===== config.mk =====
export PLATFORM = sky130hd
export DESIGN_NAME = delta_list_timeout_queue
export DESIGN_NICKNAME = d
export VERILOG_FILES = /design/src/dltq_pkg.sv /design/src/dltq_ram.sv /design/src/delta_list_timeout_queue.sv
export SDC_FILE = /design/constraint.sdc
export NUM_CORES = 1
export LEC_CHECK = 0
export BUFFER_PORTS_ARGS = -buffer_cell sky130_fd_sc_hd__buf_2
export CELL_PAD_IN_SITES_DETAIL_PLACEMENT = 1
export CELL_PAD_IN_SITES_GLOBAL_PLACEMENT = 1
export CORE_ASPECT_RATIO = 1.1
export CORE_UTILIZATION = 40
export DETAILED_ROUTE_END_ITERATION = 8
export PLACE_DENSITY_LB_ADDON = 0.05
export SETUP_SLACK_MARGIN = 0.3
export SLEW_MARGIN = 15
export SYNTH_ARGS = -nofsm -noshare
export SYNTH_HDL_FRONTEND = slang
export SYNTH_SLANG_ARGS = --single-unit

===== constraint.sdc =====
create_clock -name clk_i -period 7.8 [get_ports clk_i]
set_input_delay 0.78 -clock clk_i [delete_from_list [all_inputs] [get_ports clk_i]]
set_output_delay 0.78 -clock clk_i [all_outputs]
set_load 0.01 [all_outputs]

===== src/dltq_pkg.sv =====
// ----------------------------------------------------------------------------
// dltq_pkg: shared types and codes for the delta-list timeout queue
// Beat layouts, action, result-kind and status codes.
// ----------------------------------------------------------------------------
`timescale 1ns / 1ps
`default_nettype none

package dltq_pkg;

  localparam int unsigned ID_W        = 4;
  localparam int unsigned ACT_W       = 2;
  localparam int unsigned KIND_W      = 2;
  localparam int unsigned STAT_W      = 2;
  localparam int unsigned TIMEOUT_W   = 32;
  localparam int unsigned IN_TDATA_W  = 40;
  localparam int unsigned OUT_TDATA_W = 8;
  localparam int unsigned MAX_EXPIRE  = 16;
  localparam int unsigned CNT_W       = 4;

  localparam logic [ACT_W-1:0] ACT_INSERT = 2'd0;
  localparam logic [ACT_W-1:0] ACT_REMOVE = 2'd1;
  localparam logic [ACT_W-1:0] ACT_TICK   = 2'd2;

  localparam logic [KIND_W-1:0] KIND_DONE    = 2'd0;
  localparam logic [KIND_W-1:0] KIND_EXPIRED = 2'd1;
  localparam logic [KIND_W-1:0] KIND_IDLE    = 2'd2;

  localparam logic [STAT_W-1:0] STAT_OK         = 2'd0;
  localparam logic [STAT_W-1:0] STAT_ZERO_TO    = 2'd1;
  localparam logic [STAT_W-1:0] STAT_ALREADY_Q  = 2'd2;
  localparam logic [STAT_W-1:0] STAT_NOT_QUEUED = 2'd3;

  typedef struct packed {
    logic [KIND_W-1:0] kind;
    logic [ID_W-1:0]   id;
    logic [STAT_W-1:0] status;
    logic              last;
  } result_t;

endpackage

`default_nettype wire


===== src/dltq_ram.sv =====
// ----------------------------------------------------------------------------
// dltq_ram: generic single-write, single-read RAM
// One write port and one read port; read data is registered (read-first).
// ----------------------------------------------------------------------------
`timescale 1ns / 1ps
`default_nettype none

module dltq_ram #(
  parameter int unsigned WIDTH = 32,
  parameter int unsigned DEPTH = 16
) (
  input  wire logic                     clk_i,
  input  wire logic                     we_i,
  input  wire logic [$clog2(DEPTH)-1:0] waddr_i,
  input  wire logic [WIDTH-1:0]         wdata_i,
  input  wire logic [$clog2(DEPTH)-1:0] raddr_i,
  output      logic [WIDTH-1:0]         rdata_o
);

  logic [WIDTH-1:0] mem_q [DEPTH];

  always_ff @(posedge clk_i) begin
    if (we_i) begin
      mem_q[waddr_i] <= wdata_i;
    end
    rdata_o <= mem_q[raddr_i];
  end

endmodule

`default_nettype wire


===== src/delta_list_timeout_queue.sv =====
// ----------------------------------------------------------------------------
// delta_list_timeout_queue: timeout queue kept as a delta list
// Slots sit in a doubly linked list ordered by expiry, each holding its delay
// relative to its predecessor. Insert, remove and tick run on one shared
// read/compare/subtract datapath under a small sequencer.
// ----------------------------------------------------------------------------
//
//  channel  | dir | tuser          | tdata (low bit up)                 | tlast
//  ---------+-----+----------------+------------------------------------+------
//  s_axis   | in  | action [1:0]   | entry_id[3:0], timeout_ticks[35:4] | -
//  m_axis   | out | kind [1:0]     | entry_id_out[3:0], status[5:4]     | last
//
//  Insert compares each slot walked, then writes in two steps; a rejected
//  item goes straight to its result. Remove reads, then unlinks the slot.
//  A tick decrements the head and unlinks expired slots (up to 16 per tick).
//  The walk is bound by the registered read of the delta and link RAMs.
//  s_axis_tready is high only between items; an output register holds the
//  final beat, so the next item is taken while that beat waits.
//  A stalled m_axis holds the sequencer on each result beat.
//  Link and delta RAMs need no clearing; queued flags and control regs reset.
// ----------------------------------------------------------------------------
`timescale 1ns / 1ps
`default_nettype none

module delta_list_timeout_queue #(
  parameter int unsigned ENTRIES   = 16,
  parameter int unsigned TICK_BITS = 32
) (
  input  wire logic                                clk_i,
  input  wire logic                                rst_ni,
  input  wire logic                                s_axis_tvalid,
  output      logic                                s_axis_tready,
  // entry_id[3:0], timeout_ticks[35:4], zero fill[39:36]
  input  wire logic [dltq_pkg::IN_TDATA_W-1:0]     s_axis_tdata,
  // action[1:0]
  input  wire logic [dltq_pkg::ACT_W-1:0]          s_axis_tuser,
  output      logic                                m_axis_tvalid,
  input  wire logic                                m_axis_tready,
  // entry_id_out[3:0], status[5:4], zero fill[7:6]
  output      logic [dltq_pkg::OUT_TDATA_W-1:0]    m_axis_tdata,
  // kind[1:0]
  output      logic [dltq_pkg::KIND_W-1:0]         m_axis_tuser,
  output      logic                                m_axis_tlast
);

  import dltq_pkg::*;

  localparam int unsigned SLOT_W = $clog2(ENTRIES);

  localparam logic [3:0] ST_IDLE    = 4'd0;
  localparam logic [3:0] ST_INS_RD  = 4'd1;
  localparam logic [3:0] ST_INS_CMP = 4'd2;
  localparam logic [3:0] ST_INS_W1  = 4'd3;
  localparam logic [3:0] ST_INS_W2  = 4'd4;
  localparam logic [3:0] ST_UL_RD1  = 4'd5;
  localparam logic [3:0] ST_UL_RD2  = 4'd6;
  localparam logic [3:0] ST_UL_ADD  = 4'd7;
  localparam logic [3:0] ST_TK_RD   = 4'd8;
  localparam logic [3:0] ST_TK_DEC  = 4'd9;
  localparam logic [3:0] ST_EMIT    = 4'd10;

  // input beat fields
  logic [ID_W-1:0]      in_id;
  logic [TIMEOUT_W-1:0] in_timeout;
  logic [SLOT_W-1:0]    in_slot;
  logic                 in_id_ok;
  logic                 in_sat;
  logic [TICK_BITS-1:0] in_delay;

  assign in_id      = s_axis_tdata[ID_W-1:0];
  assign in_timeout = s_axis_tdata[ID_W+TIMEOUT_W-1:ID_W];
  assign in_slot    = SLOT_W'(in_id);
  assign in_id_ok   = int'(in_id) < int'(ENTRIES);
  assign in_sat     = |(in_timeout >> TICK_BITS);
  assign in_delay   = in_sat ? {TICK_BITS{1'b1}} : TICK_BITS'(in_timeout);

  // control state
  logic [3:0]         state_q, state_d;
  logic [SLOT_W-1:0]  head_q, head_d;
  logic [SLOT_W-1:0]  tail_q, tail_d;
  logic               nonempty_q, nonempty_d;
  logic [ENTRIES-1:0] queued_q, queued_d;
  logic               out_valid_q, out_valid_d;

  // working registers
  logic                 tick_q, tick_d;
  logic [ID_W-1:0]      id_q, id_d;
  logic [SLOT_W-1:0]    n_q, n_d;
  logic [TICK_BITS-1:0] delay_q, delay_d;
  logic [SLOT_W-1:0]    cur_q, cur_d;
  logic [SLOT_W-1:0]    pv_q, pv_d;
  logic                 pv_valid_q, pv_valid_d;
  logic                 have_q, have_d;
  logic [TICK_BITS-1:0] cur_delta_q, cur_delta_d;
  logic [SLOT_W-1:0]    nx_q, nx_d;
  logic [TICK_BITS-1:0] dn_q, dn_d;
  logic [CNT_W-1:0]     cnt_q, cnt_d;
  result_t              res_q, res_d;
  result_t              out_q;
  logic                 out_load;

  // RAM ports
  logic                 dram_we, nram_we, pram_we;
  logic [SLOT_W-1:0]    dram_waddr, nram_waddr, pram_waddr;
  logic [SLOT_W-1:0]    dram_raddr, nram_raddr, pram_raddr;
  logic [TICK_BITS-1:0] dram_wdata, dram_rdata;
  logic [SLOT_W-1:0]    nram_wdata, nram_rdata;
  logic [SLOT_W-1:0]    pram_wdata, pram_rdata;

  // datapath helpers
  logic                 is_head, is_tail;
  logic [TICK_BITS-1:0] sum;
  logic                 more;

  assign is_head = (n_q == head_q);
  assign is_tail = (n_q == tail_q);
  assign sum     = dram_rdata + dn_q;
  assign more    = tick_q && (sum == '0) && (cnt_q != CNT_W'(MAX_EXPIRE - 1));

  assign s_axis_tready = (state_q == ST_IDLE);

  always_comb begin
    state_d     = state_q;
    head_d      = head_q;
    tail_d      = tail_q;
    nonempty_d  = nonempty_q;
    queued_d    = queued_q;
    tick_d      = tick_q;
    id_d        = id_q;
    n_d         = n_q;
    delay_d     = delay_q;
    cur_d       = cur_q;
    pv_d        = pv_q;
    pv_valid_d  = pv_valid_q;
    have_d      = have_q;
    cur_delta_d = cur_delta_q;
    nx_d        = nx_q;
    dn_d        = dn_q;
    cnt_d       = cnt_q;
    res_d       = res_q;
    out_load    = 1'b0;
    out_valid_d = out_valid_q && !m_axis_tready;

    dram_we    = 1'b0;
    dram_waddr = n_q;
    dram_wdata = delay_q;
    dram_raddr = n_q;
    nram_we    = 1'b0;
    nram_waddr = n_q;
    nram_wdata = '0;
    nram_raddr = n_q;
    pram_we    = 1'b0;
    pram_waddr = n_q;
    pram_wdata = pv_q;
    pram_raddr = n_q;

    case (state_q)
      ST_IDLE: begin
        if (s_axis_tvalid) begin
          id_d       = in_id;
          n_d        = in_slot;
          tick_d     = 1'b0;
          cnt_d      = '0;
          res_d      = '{kind: KIND_DONE, id: in_id, status: STAT_OK, last: 1'b1};
          state_d    = ST_EMIT;
          case (s_axis_tuser)
            ACT_INSERT: begin
              if (in_timeout == '0) begin
                res_d.status = STAT_ZERO_TO;
              end else if (!in_id_ok) begin
                res_d.status = STAT_NOT_QUEUED;
              end else if (queued_q[in_slot]) begin
                res_d.status = STAT_ALREADY_Q;
              end else begin
                delay_d    = in_delay;
                cur_d      = head_q;
                have_d     = nonempty_q;
                pv_d       = '0;
                pv_valid_d = 1'b0;
                state_d    = nonempty_q ? ST_INS_RD : ST_INS_W1;
              end
            end
            ACT_REMOVE: begin
              if (!in_id_ok || !queued_q[in_slot]) begin
                res_d.status = STAT_NOT_QUEUED;
              end else begin
                state_d = ST_UL_RD1;
              end
            end
            ACT_TICK: begin
              res_d = '{kind: KIND_IDLE, id: '0, status: STAT_OK, last: 1'b1};
              if (nonempty_q) begin
                tick_d  = 1'b1;
                state_d = ST_TK_RD;
              end
            end
            default: begin
              res_d = '{kind: KIND_IDLE, id: '0, status: STAT_OK, last: 1'b1};
            end
          endcase
        end
      end

      ST_INS_RD: begin
        dram_raddr = cur_q;
        nram_raddr = cur_q;
        state_d    = ST_INS_CMP;
      end

      ST_INS_CMP: begin
        // pass over slots whose delta is strictly smaller than what remains
        if (dram_rdata < delay_q) begin
          delay_d    = delay_q - dram_rdata;
          pv_d       = cur_q;
          pv_valid_d = 1'b1;
          if (cur_q == tail_q) begin
            have_d  = 1'b0;
            state_d = ST_INS_W1;
          end else begin
            cur_d   = nram_rdata;
            state_d = ST_INS_RD;
          end
        end else begin
          cur_delta_d = dram_rdata;
          state_d     = ST_INS_W1;
        end
      end

      ST_INS_W1: begin
        dram_we    = 1'b1;
        dram_wdata = delay_q;
        nram_we    = 1'b1;
        nram_wdata = have_q ? cur_q : '0;
        pram_we    = 1'b1;
        pram_wdata = pv_q;
        queued_d[n_q] = 1'b1;
        if (have_q && !pv_valid_q) begin
          head_d = n_q;
        end
        if (!have_q && pv_valid_q) begin
          tail_d = n_q;
        end
        if (!have_q && !pv_valid_q) begin
          head_d     = n_q;
          tail_d     = n_q;
          nonempty_d = 1'b1;
        end
        state_d = ST_INS_W2;
      end

      ST_INS_W2: begin
        if (have_q) begin
          dram_we    = 1'b1;
          dram_waddr = cur_q;
          dram_wdata = cur_delta_q - delay_q;
          pram_we    = 1'b1;
          pram_waddr = cur_q;
          pram_wdata = n_q;
        end
        if (pv_valid_q) begin
          nram_we    = 1'b1;
          nram_waddr = pv_q;
          nram_wdata = n_q;
        end
        state_d = ST_EMIT;
      end

      ST_UL_RD1: begin
        state_d = ST_UL_RD2;
      end

      ST_UL_RD2: begin
        nx_d          = nram_rdata;
        dn_d          = dram_rdata;
        queued_d[n_q] = 1'b0;
        res_d.last    = 1'b1;
        if (tick_q) begin
          res_d.kind = KIND_EXPIRED;
          res_d.id   = ID_W'(n_q);
        end
        if (is_head && is_tail) begin
          nonempty_d = 1'b0;
          state_d    = ST_EMIT;
        end else begin
          if (!is_tail) begin
            pram_we    = 1'b1;
            pram_waddr = nram_rdata;
            pram_wdata = pram_rdata;
            dram_raddr = nram_rdata;
            state_d    = ST_UL_ADD;
          end else begin
            tail_d  = pram_rdata;
            state_d = ST_EMIT;
          end
          if (!is_head) begin
            nram_we    = 1'b1;
            nram_waddr = pram_rdata;
            nram_wdata = nram_rdata;
          end else begin
            head_d = nram_rdata;
          end
        end
      end

      ST_UL_ADD: begin
        // fold the removed delta into the successor
        dram_we    = 1'b1;
        dram_waddr = nx_q;
        dram_wdata = sum;
        res_d.last = !more;
        state_d    = ST_EMIT;
      end

      ST_TK_RD: begin
        dram_raddr = head_q;
        state_d    = ST_TK_DEC;
      end

      ST_TK_DEC: begin
        if (dram_rdata != '0) begin
          dram_we    = 1'b1;
          dram_waddr = head_q;
          dram_wdata = dram_rdata - TICK_BITS'(1);
        end
        if (dram_rdata <= TICK_BITS'(1)) begin
          n_d     = head_q;
          state_d = ST_UL_RD1;
        end else begin
          state_d = ST_EMIT;
        end
      end

      ST_EMIT: begin
        if (!out_valid_q || m_axis_tready) begin
          out_load    = 1'b1;
          out_valid_d = 1'b1;
          if (res_q.last) begin
            state_d = ST_IDLE;
          end else begin
            // next zero-delta slot at the head
            cnt_d   = cnt_q + CNT_W'(1);
            n_d     = head_q;
            state_d = ST_UL_RD1;
          end
        end
      end

      default: begin
        state_d = ST_IDLE;
      end
    endcase
  end

  always_ff @(posedge clk_i or negedge rst_ni) begin
    if (!rst_ni) begin
      state_q     <= ST_IDLE;
      head_q      <= '0;
      tail_q      <= '0;
      nonempty_q  <= 1'b0;
      queued_q    <= '0;
      out_valid_q <= 1'b0;
    end else begin
      state_q     <= state_d;
      head_q      <= head_d;
      tail_q      <= tail_d;
      nonempty_q  <= nonempty_d;
      queued_q    <= queued_d;
      out_valid_q <= out_valid_d;
    end
  end

  always_ff @(posedge clk_i) begin
    tick_q      <= tick_d;
    id_q        <= id_d;
    n_q         <= n_d;
    delay_q     <= delay_d;
    cur_q       <= cur_d;
    pv_q        <= pv_d;
    pv_valid_q  <= pv_valid_d;
    have_q      <= have_d;
    cur_delta_q <= cur_delta_d;
    nx_q        <= nx_d;
    dn_q        <= dn_d;
    cnt_q       <= cnt_d;
    res_q       <= res_d;
    if (out_load) begin
      out_q <= res_q;
    end
  end

  assign m_axis_tvalid = out_valid_q;
  assign m_axis_tuser  = out_q.kind;
  assign m_axis_tlast  = out_q.last;
  assign m_axis_tdata  = {{(OUT_TDATA_W - ID_W - STAT_W){1'b0}}, out_q.status, out_q.id};

  dltq_ram #(
    .WIDTH (TICK_BITS),
    .DEPTH (ENTRIES)
  ) u_delta_ram (
    .clk_i   (clk_i),
    .we_i    (dram_we),
    .waddr_i (dram_waddr),
    .wdata_i (dram_wdata),
    .raddr_i (dram_raddr),
    .rdata_o (dram_rdata)
  );

  dltq_ram #(
    .WIDTH (SLOT_W),
    .DEPTH (ENTRIES)
  ) u_next_ram (
    .clk_i   (clk_i),
    .we_i    (nram_we),
    .waddr_i (nram_waddr),
    .wdata_i (nram_wdata),
    .raddr_i (nram_raddr),
    .rdata_o (nram_rdata)
  );

  dltq_ram #(
    .WIDTH (SLOT_W),
    .DEPTH (ENTRIES)
  ) u_prev_ram (
    .clk_i   (clk_i),
    .we_i    (pram_we),
    .waddr_i (pram_waddr),
    .wdata_i (pram_wdata),
    .raddr_i (pram_raddr),
    .rdata_o (pram_rdata)
  );

endmodule

`default_nettype wire


==> results of run 1 <==
[state kept, by name (all words and copies together), names as in the netlist, 2 cells and up, named ones only]
register,cells
u_delta_ram.mem_q,512
u_next_ram.mem_q,64
u_prev_ram.mem_q,64
cur_delta_q,32
delay_q,32
dn_q,32
u_delta_ram.rdata_o,32
res_q,9
m_axis_tdata,6
cnt_q,4
cur_q,4
head_q,4
n_q,4
nx_q,4
pv_q,4
state_q,4
tail_q,4
u_next_ram.rdata_o,4
u_prev_ram.rdata_o,4
m_axis_tuser,2
[synth_stat cells, types with 17 or more instances]
master / n / area, um2
mux2i_1: 21 / 210
a31oi_1: 90 / 563
a311oi_1: 65 / 569
clkbuf_1: 141 / 529
nand4_1: 24 / 150
xor2_1: 45 / 394
a21oi_1: 186 / 931
nor2b_1: 24 / 150
dfxtp_1: 40 / 801
o21ai_0: 122 / 611
o21a_1: 17 / 128
nand3_1: 44 / 220
inv_1: 99 / 372
nand2_1: 457 / 1720
a221oi_1: 22 / 193
mux4_2: 41 / 923
and2_1: 105 / 657
a21o_1: 32 / 240
edfxtp_1: 777 / 23300
dfrtp_1: 30 / 751
o22ai_1: 23 / 144
nor4_1: 26 / 163
nor3_1: 43 / 215
ha_1: 98 / 1230
nand2b_1: 22 / 138
and2_0: 39 / 244
nor2_1: 160 / 601
a211oi_1: 181 / 1360
xnor2_1: 65 / 569
buf_2: 27 / 135
[routing by layer]
layer  part of all wire, %  wire length, um  vias to the layer above
met1                    46            54500                    14100
li1                      -                -                    12700
met5                     0                0                        -
met3                   4.2             5020                      151
met2                    48            57100                      618
met4                   2.3             2740                        0
[worst max path at each step]
| stage | startpoint | to | cells after the start | slack, ns |
|---|---|---|---|---|
| after global routing | state_q[3] | u_delta_ram.rdata_o[8] | 13 | 2.43 |
| after floorplan | u_delta_ram.rdata_o[4] | u_delta_ram.mem_q[12][0] | 10 | 3.60 |
| after global placement | u_delta_ram.rdata_o[6] | u_delta_ram.mem_q[5][8] | 9 | 2.52 |
| final | u_delta_ram.rdata_o[7] | u_delta_ram.mem_q[5][10] | 10 | 2.72 |
| after detailed placement | u_delta_ram.rdata_o[11] | u_delta_ram.mem_q[6][8] | 9 | 2.57 |
| after CTS | u_delta_ram.rdata_o[11] | u_delta_ram.mem_q[6][8] | 9 | 2.53 |
[logic make-up (layout without fill, tap and decap cells)]
group,count (synthesis),count (layout)
buffers and inverters,289,396
xor gates and xnor gates,110,110
and+or+nand+nor,999,999
other,1,5
muxes,67,67
adders and majority gates,101,101
AOI/OAI and AO/OA,884,884
DFF,847,847
[cell type report]
| cell class | count | area, um2 |
|---|---|---|
| Fill cell | 10200 | 54000 |
| Sequential cell | 847 | 24900 |
| Multi-Input combinational cell | 2163 | 14400 |
| Clock buffer | 120 | 2510 |
| Tap cell | 1291 | 1620 |
| Timing Repair Buffer | 117 | 993 |
| Clock inverter | 58 | 609 |
| Inverter | 101 | 379 |
| Antenna cell | 3 | 7.51 |
[power by group through the flow]
stage | registers (uW) | clock network (uW) | logic, uW
after floorplan | 6860 | 0 | 7430
after global placement | 7190 | 0 | 10700
after detailed placement | 7220 | 0 | 11100
after CTS | 7140 | 4580 | 11100
after global routing | 7210 | 4730 | 12200
final | 7140 | 4460 | 11100
[cell usage in the layout, fill, tap and decap left out, types with 13 or more instances in the layout]
master / Yosys / final
edfxtp_1: 777 / 777
nand2_1: 457 / 456
a21oi_1: 186 / 186
a211oi_1: 181 / 181
nor2_1: 160 / 143
o21ai_0: 122 / 118
and2_1: 105 / 105
inv_1: 99 / 99
ha_1: 98 / 98
clkbuf_16: 0 / 95
a31oi_1: 90 / 90
xnor2_1: 65 / 65
a311oi_1: 65 / 65
buf_2: 27 / 52
buf_4: 8 / 49
xor2_1: 45 / 45
nand3_1: 44 / 44
nor3_1: 43 / 43
mux4_2: 41 / 41
dfxtp_1: 40 / 40
and2_0: 39 / 39
a21o_1: 32 / 32
dfrtp_1: 30 / 30
nor4_1: 26 / 26
nand4_1: 24 / 24
nor2b_1: 24 / 24
o22ai_1: 23 / 23
nand2b_1: 22 / 22
a221oi_1: 22 / 22
clkbuf_1: 141 / 21
mux2i_1: 21 / 19
o21a_1: 17 / 17
nor2_4: 0 / 16
clkinv_2: 0 / 16
o211ai_1: 15 / 15
a221o_1: 15 / 15
o31ai_1: 14 / 14
and3_1: 13 / 13
clkinv_1: 1 / 13
[metrics by stage]
| step | hold slack, ns | util (%) |
|---|---|---|
| floorplan | 0.400 | - |
| global placement | 0.406 | 42.2 |
| detailed placement | 0.406 | 42.5 |
| CTS | 0.147 | 45.6 |
| global route | 0.218 | 45.7 |
| finish | 0.169 | 45.7 |
==> results.md, run 1 <==
- The clock arrives with 0.0479 ns of skew.
- The most frequently used flop master after synthesis is edfxtp_1.
- Of the available clock period, the critical path in the final layout requires 65.2%.
- In this run, post-CTS hold repair placed 0 buffers.
- The clock tree synthesis step divided the H-tree into 3 levels.
- The maximum clock frequency is 0.197 GHz.
- The mux share of post-synthesis cell area is 2.96%.
- The first-pass iteration count of the detailed router is 6.
- For the pin with the worst max-slew slack, the measured transition is 1.08 ns.
- In this run the clock root is driven by a clkbuf_16.
- Sequential cells burn 31.5% of the power.
- The starting DRC count in detailed routing is 1860.
- Together, buffers and inverters on the worst path number 1.
- The number of flops mapped to enable cells by yosys is 777.
- The via count of the first global-routing pass is 28500.
- Of the total synthesized cell area, the portion taken by XOR and XNOR cells is 2.40%.
- The CTS tree is built.
- After synthesis the cells add up to 40200 um2.
- Of the cells placed in the final design, the portion with a size suffix greater than 1 is 10.6%.
- The combinational power share is 48.9%.
- The final routed DRC violation total is 0.
- By area, the combinational part of the netlist is dominated by compound AO/OA/AOI/OAI gates.
- In the global route stage, met1 resource usage came out at 32.2%.
- The tightest min-delay check is of the primary input to async pin type.
- After legalization and detailed placement, the total HPWL measured 81.0 mm.
- The top cell family by delay on the critical path is simple AND/OR/NAND/NOR gates.
- For this run, the total global-route usage over all layers was measured as 23.3%.
- The static leakage is 0.0155 uW.
- The internal portion of total power is 12500 uW.
- The total of endpoints with negative setup slack in the final report is 0.
- The floorplan has 121 rows.
- The number of hold violations in the final report is 0.
- The design area is 45400 um2.
- The total overflow reported by the global router is 0.
- The initial antenna violation count is 2.
- The count of nets left with antenna violations once routing finished came out at 0.
- After Yosys synthesis, full adders, half adders and majority gates account for 3.20% of the synthesized area.
- The clock passes through at most 3 buffers.
- The switching fraction of total power is 44.7%.
- The worst register-to-register path begins at u_delta_ram.rdata_o[7].
- The number of warnings reported in the yosys synthesis log is 0.
- The first global-routing pass estimated 180 mm of wire.
- In this run the cell area measured after placement is 42200 um2.
- For met3 alone, demand over resource in global routing was 2.89%.
- The routed layout has 27600 vias.
- The clock network accounts for 19.7% of the total power.
- The clock-pin slew reported for the worst setup and hold paths after clock tree synthesis is 0.06 ns.
- Walking the worst path, the cells encountered are nor4_1 > nand4_1 > nor4_1 > nand2_1 > o21ai_1 > a221oi_1 > a21oi_1 > nand2_1 > nor2_4 > buf_16.
- Entering global routing, the biggest net connects 160 pins.
- The number of slew-limit violations in the final report is 0.
- The flow ran to the end, and the final reports show no timing, DRC or antenna violations.
- The CTS buffer count is 94.
- The area added between synthesis and finish is 12.9%.
- In this design, the stage delay of the slowest critical-path cell is 0.77 ns.
- The total power is 22700 uW.
- The worst reg-to-reg setup slack is 2.72 ns.
- The aggregate negative setup slack is 0 ns.
- At the end of routability-driven placement, the weighted congestion stood at 0.889.
- The max capacitance violation total is 0.
- The maximum vdd drop is 0.000412 V.
- Synthesis produced a netlist whose cell count is 3298.
- The synthesized netlist devotes 15.0% of its cell area to compound gates.
- The number of primary I/O pins is 59.
- In the final routed layout, each cell accounts on average for 25.4 um.
- The clock sink count is 847.
- The number of placed instances, taps included, is 4517.
- The die covers 102000 um2.
- STA classifies the critical path startpoint as a flip-flop.
- The reported net switching power is 10100 uW.
- The number of port buffers is 52.
- The area inside the core boundary is 99300 um2.
- The slowest cell on the critical path is o21ai_1.
- Once the clock tree was built, the setup fixing pass inserted 0 buffers.
- The synthesized netlist devotes 11.6% of its cell area to simple gates.
- The relative slew slack is 27.7%.
- The floorplan die height is 334 um.
- The busiest layer in global routing is met2.
- The flip-flop and latch count after synthesis is 847.
- In the global route stage, met2 resource usage came out at 38.8%.
- For the worst setup path, the data required time is 8.18 ns.
- Once the floorplan was initialized, standard cells occupied 40.5% of the core.
- The average via count per standard cell is 5.87.
- The endpoint identified for the worst register-to-register timing path is u_delta_ram.mem_q[5][10].
- Setup repair after global routing left no endpoint under its margin.
- After detailed routing, the total wire length is 119 mm.
- The least setup slack across all paths after layout is 2.72 ns.
- The number of distinct library cells after synthesis is 90.
- The insertion delay to the later sink of the worst-skew pair is 0.70 ns.
- The ratio of total power to cell area is 500 nW/um2.
- The post-synthesis async set-or-reset flop share is 3.54%.
- The critical path class is flip-flop to flip-flop.
- The mean instance size in the synthesized netlist is 12.2 um2.
- The final cell count without fillers is 4700.
- The sort of element at the end of the critical path is a flip-flop.
- The number of gates resized after CTS is 0.
- For this run, the post-layout net count is 3471.
- In this run the worst path has a maximum fanout of 18.
- The die span in x is 304 um.
- The worst endpoint data arrival time is 5.46 ns.
- Timing analysis after detailed placement gives a worst setup slack of 2.57 ns.
- The minimum period implied by the final worst setup slack is 5.08 ns.
- The sequential area share after synthesis is 61.9%.
- The length in cells of the worst reg-to-reg path is 10.
No activity file was read; power rests on OpenSTA's default activity.
==> inputs of run 2 (changes only) <==
clock period = 4.5 ns   (was 7.8 ns; I/O delays follow)
==> run 2 against run 1 <==
Against the previous run: largest power group unchanged; combinational power is 91% higher; clock-buffer cell count is 1 lower; die area stayed put; cell count is 3.2% higher; flip-flop and latch count stayed put; clock power is 76% higher; highest routed layer unchanged; clock skew is 0.0028 ns higher; critical endpoint is now res_q[0]; cell area is 3.7% higher; register-to-register slack worse by 2.3 ns.
==> results.md, run 2 (synthesized netlist as in run 1, its figures left out) <==
- The area inside the core boundary came to 99300 um2 (unchanged).
- The sort of element at the end of the critical path is a flip-flop (unchanged).
- The overall track demand over capacity in global routing is 25.2% (was 23.3%).
- The total of endpoints with negative setup slack in the final report is 0 (unchanged).
- The estimated wirelength of the detail-placed design is 85.4 mm (was 81.0 mm).
- The highest routed metal layer is met4 (unchanged).
- The terminus of the critical flop-to-flop path is res_q[0] (was u_delta_ram.mem_q[5][10]).
- The maximum clock frequency is 0.243 GHz (was 0.197 GHz).
- The worst endpoint data arrival time is 4.53 ns (was 5.46 ns).
- The type of the tightest min-delay check is primary input to flip-flop (was primary input to async pin).
- The maximum vdd drop is 0.000404 V (was 0.000412 V).
- The global placer's final weighted congestion is 0.900 (was 0.889).
- The routed wire length on met3 is 4.70 mm (was 5.02 mm).
- The number of slew-limit violations in the final report is 0 (unchanged).
- The worst reg-to-reg setup slack was 0.39 ns (was 2.72 ns).
- The antenna cell count is 0 (was 3).
- The length in cells of the worst reg-to-reg path is 12 (was 10).
- The number of nets in the layout is 3622 (was 3471).
- The deepest level of the CTS H-tree was 3 (unchanged).
- The area added between synthesis and finish is 17.1% (was 12.9%).
- The startpoint of the lowest-slack register-to-register path is dn_q[0] (was u_delta_ram.rdata_o[7]).
- The met2 wirelength from detailed routing is 62.2 mm (was 57.1 mm).
- The maximum fanout along the worst path was 3 (was 18).
- The global-route wire length before repair is 192 mm (was 180 mm).
- The die span in x is 304 um (unchanged).
- The starting DRC count in detailed routing is 2007 (was 1860).
- The clock-pin slew reported for the worst setup and hold paths after clock tree synthesis was 0.06 ns (about the same).
- The fraction of final layout cells with drive strength greater than 1 is 15.2% (was 10.6%).
- The total overflow reported by the global router is 0 (unchanged).
- The static leakage was 0.0164 uW (was 0.0155 uW).
- The post-detailed-route count of antenna-violating nets is 0 (unchanged).
- The via count came to 28500 (was 27600).
- The insertion delay to the later sink of the worst-skew pair is 0.70 ns (about the same).
- The routed metal-1 wirelength was 58.2 mm (was 54.5 mm).
- The portion of the clock cycle consumed by the worst path in the final layout came to 91.3% (was 65.2%).
- The relative slew slack is 32.4% (was 27.7%).
- The final worst clock skew is 0.0507 ns (was 0.0479 ns).
- Outcome: finished, final reports clean (unchanged).
- The max capacitance violation total is 0 (unchanged).
- The clock sink count is 847 (unchanged).
- The CTS tree is built (unchanged).
- The largest buffer count on any clock path is 3 (unchanged).
- The floorplan die height was 334 um (unchanged).
- The first-pass iteration count of the detailed router is 7 (was 6).
- The total power came to 41100 uW (was 22700 uW).
- The end of the critical path was res_q[0] (was u_delta_ram.mem_q[5][10]).
- The floorplan die area was 102000 um2 (unchanged).
- The effective utilization at floorplan is 40.5% (unchanged).
- The least setup slack across all paths after layout was 0.391 ns (was 2.72 ns).
- The average wire per cell in the routed design is 26.5 um (was 25.4 um).
- The placement row count was 121 (unchanged).
- The CTS buffer count is 95 (was 94).
- The critical path class was flip-flop to flip-flop (unchanged).
- The top register by number of flip-flops is u_delta_ram.mem_q (unchanged).
- The initial antenna violation count is 3 (was 2).
- The startpoint of the most critical setup path is dn_q[0] (was u_delta_ram.rdata_o[7]).
- The via count of the first global-routing pass is 29600 (was 28500).
- The number of primary I/O pins came to 59 (unchanged).
- The sort of element at the start of the critical path is a flip-flop (unchanged).
- The average via count per standard cell is 5.87 (about the same).
- The pin count of the biggest net entering global routing was 78 (was 160).
- The slew of the pin with the lowest slew margin is 1.01 ns (was 1.08 ns).
- The setup slack after placement was -0.201 ns (was 2.57 ns).
- Largest registers: u_delta_ram.mem_q (512), u_next_ram.mem_q (64), u_prev_ram.mem_q (64) (unchanged).
- The number of hold violations in the final report is 0 (unchanged).
- The data required time of the critical path is 4.92 ns (was 8.18 ns).
- The number of flip-flops in the largest register was 512 (unchanged).
- The final routed DRC violation total is 0 (unchanged).
- The minimum period implied by the final worst setup slack is 4.11 ns (was 5.08 ns).
- The library cell used as clock root buffer was clkbuf_16 (unchanged).
- The most common library cell in the layout ignoring fill and taps is edfxtp_1 (unchanged).
- The ratio of total power to cell area is 874 nW/um2 (was 500 nW/um2).
- Unrepaired setup endpoints after global routing: no (unchanged).
- The wire length after detailed routing came to 128 mm (was 119 mm).
- Commonest non-fill, non-tap cells in the layout: edfxtp_1, nand2_1, a21oi_1 (unchanged).
- The number of port buffers was 52 (unchanged).
[run 2: changes by cell type in the layout (fill, tap and decap cells not counted), sizes merged]
cell,before,now
dlygate4sd3,0,1
inv,107,104
clkinv,38,44
bufinv,7,9
nor2,161,163
buf,117,264
clkbuf,120,119
diode,3,0
clkinvlp,7,5
[run 2: repair_timing]
action,in CTS,in global routing
hold endpoints to repair,30,0
resized for setup,13,37
hold buffers,1,0
cloned,2,0
setup endpoints to repair,259,296
pin swaps,10,21
buffers inserted,19,13
[run 2: worst max-delay path, cell delays in order (launching register included)]
cell and delay [ns]:
edfxtp_1 0.43, ha_4 0.21, fa_2 0.45, a21oi_4 0.21, o221ai_4 0.16, a41oi_4 0.33
xnor2_2 0.14, nand4b_1 0.25, or4_4 0.46, or4_4 0.56, nor4_4 0.39, buf_4 0.17
a41oi_2 0.08
[run 2: layer usage]
metal | global-route usage (%) | up-vias
met2 | 42.4 | 596
met5 | 0 | -
li1 | - | 13000
met4 | 7.50 | 0
met3 | 2.50 | 176
met1 | 34.5 | 14700
[run 2: per-stage QoR]
stage          hold slack [ns]  cell area (um2)  cells  util (%)  TNS, ns
3_3_place_gp             0.402            43200   4633      43.5    -1.79
6_report                0.0559            47000   4849      47.4        0
4_1_cts                0.00491            46700   4836      47.1        0
2_1_floorplan            0.154            40200   3299         -        0
5_1_grt                 0.0510            47000   4849      47.4        0
3_5_place_dp             0.408            43300   4634      43.6    -6.85
[run 2: power by group]
group          switching (uW)  total [uW]  internal [uW]  leakage [uW]
logic                   13800       21200           7400       0.00710
registers                 885       12100          11200       0.00777
clock network            3320        7830           4510       0.00153
[run 2: worst min-delay path by stage]
| stage | start | end | slack (ns) | depth (start not counted) |
|---|---|---|---|---|
| floorplan | rst_ni | async pin | 0.15 | 0 |
| global placement | res_q[7] | m_axis_tuser[0] | 0.40 | 0 |
| detailed placement | res_q[5] | m_axis_tdata[2] | 0.41 | 0 |
| CTS | s_axis_tdata[14] | delay_q[10] | 0.005 | 2 |
| global route | s_axis_tdata[14] | delay_q[10] | 0.05 | 2 |
| finish | s_axis_tdata[31] | delay_q[27] | 0.06 | 3 |
[run 2: final cells by class]
class	count	area (um2)
clock inverters	61	642
repair buffers	265	2410
fillers	10200	52300
inverters	101	379
flip-flops and latches	847	24900
multi-input cells	2165	14600
clock buffers	119	2510
well taps	1291	1620
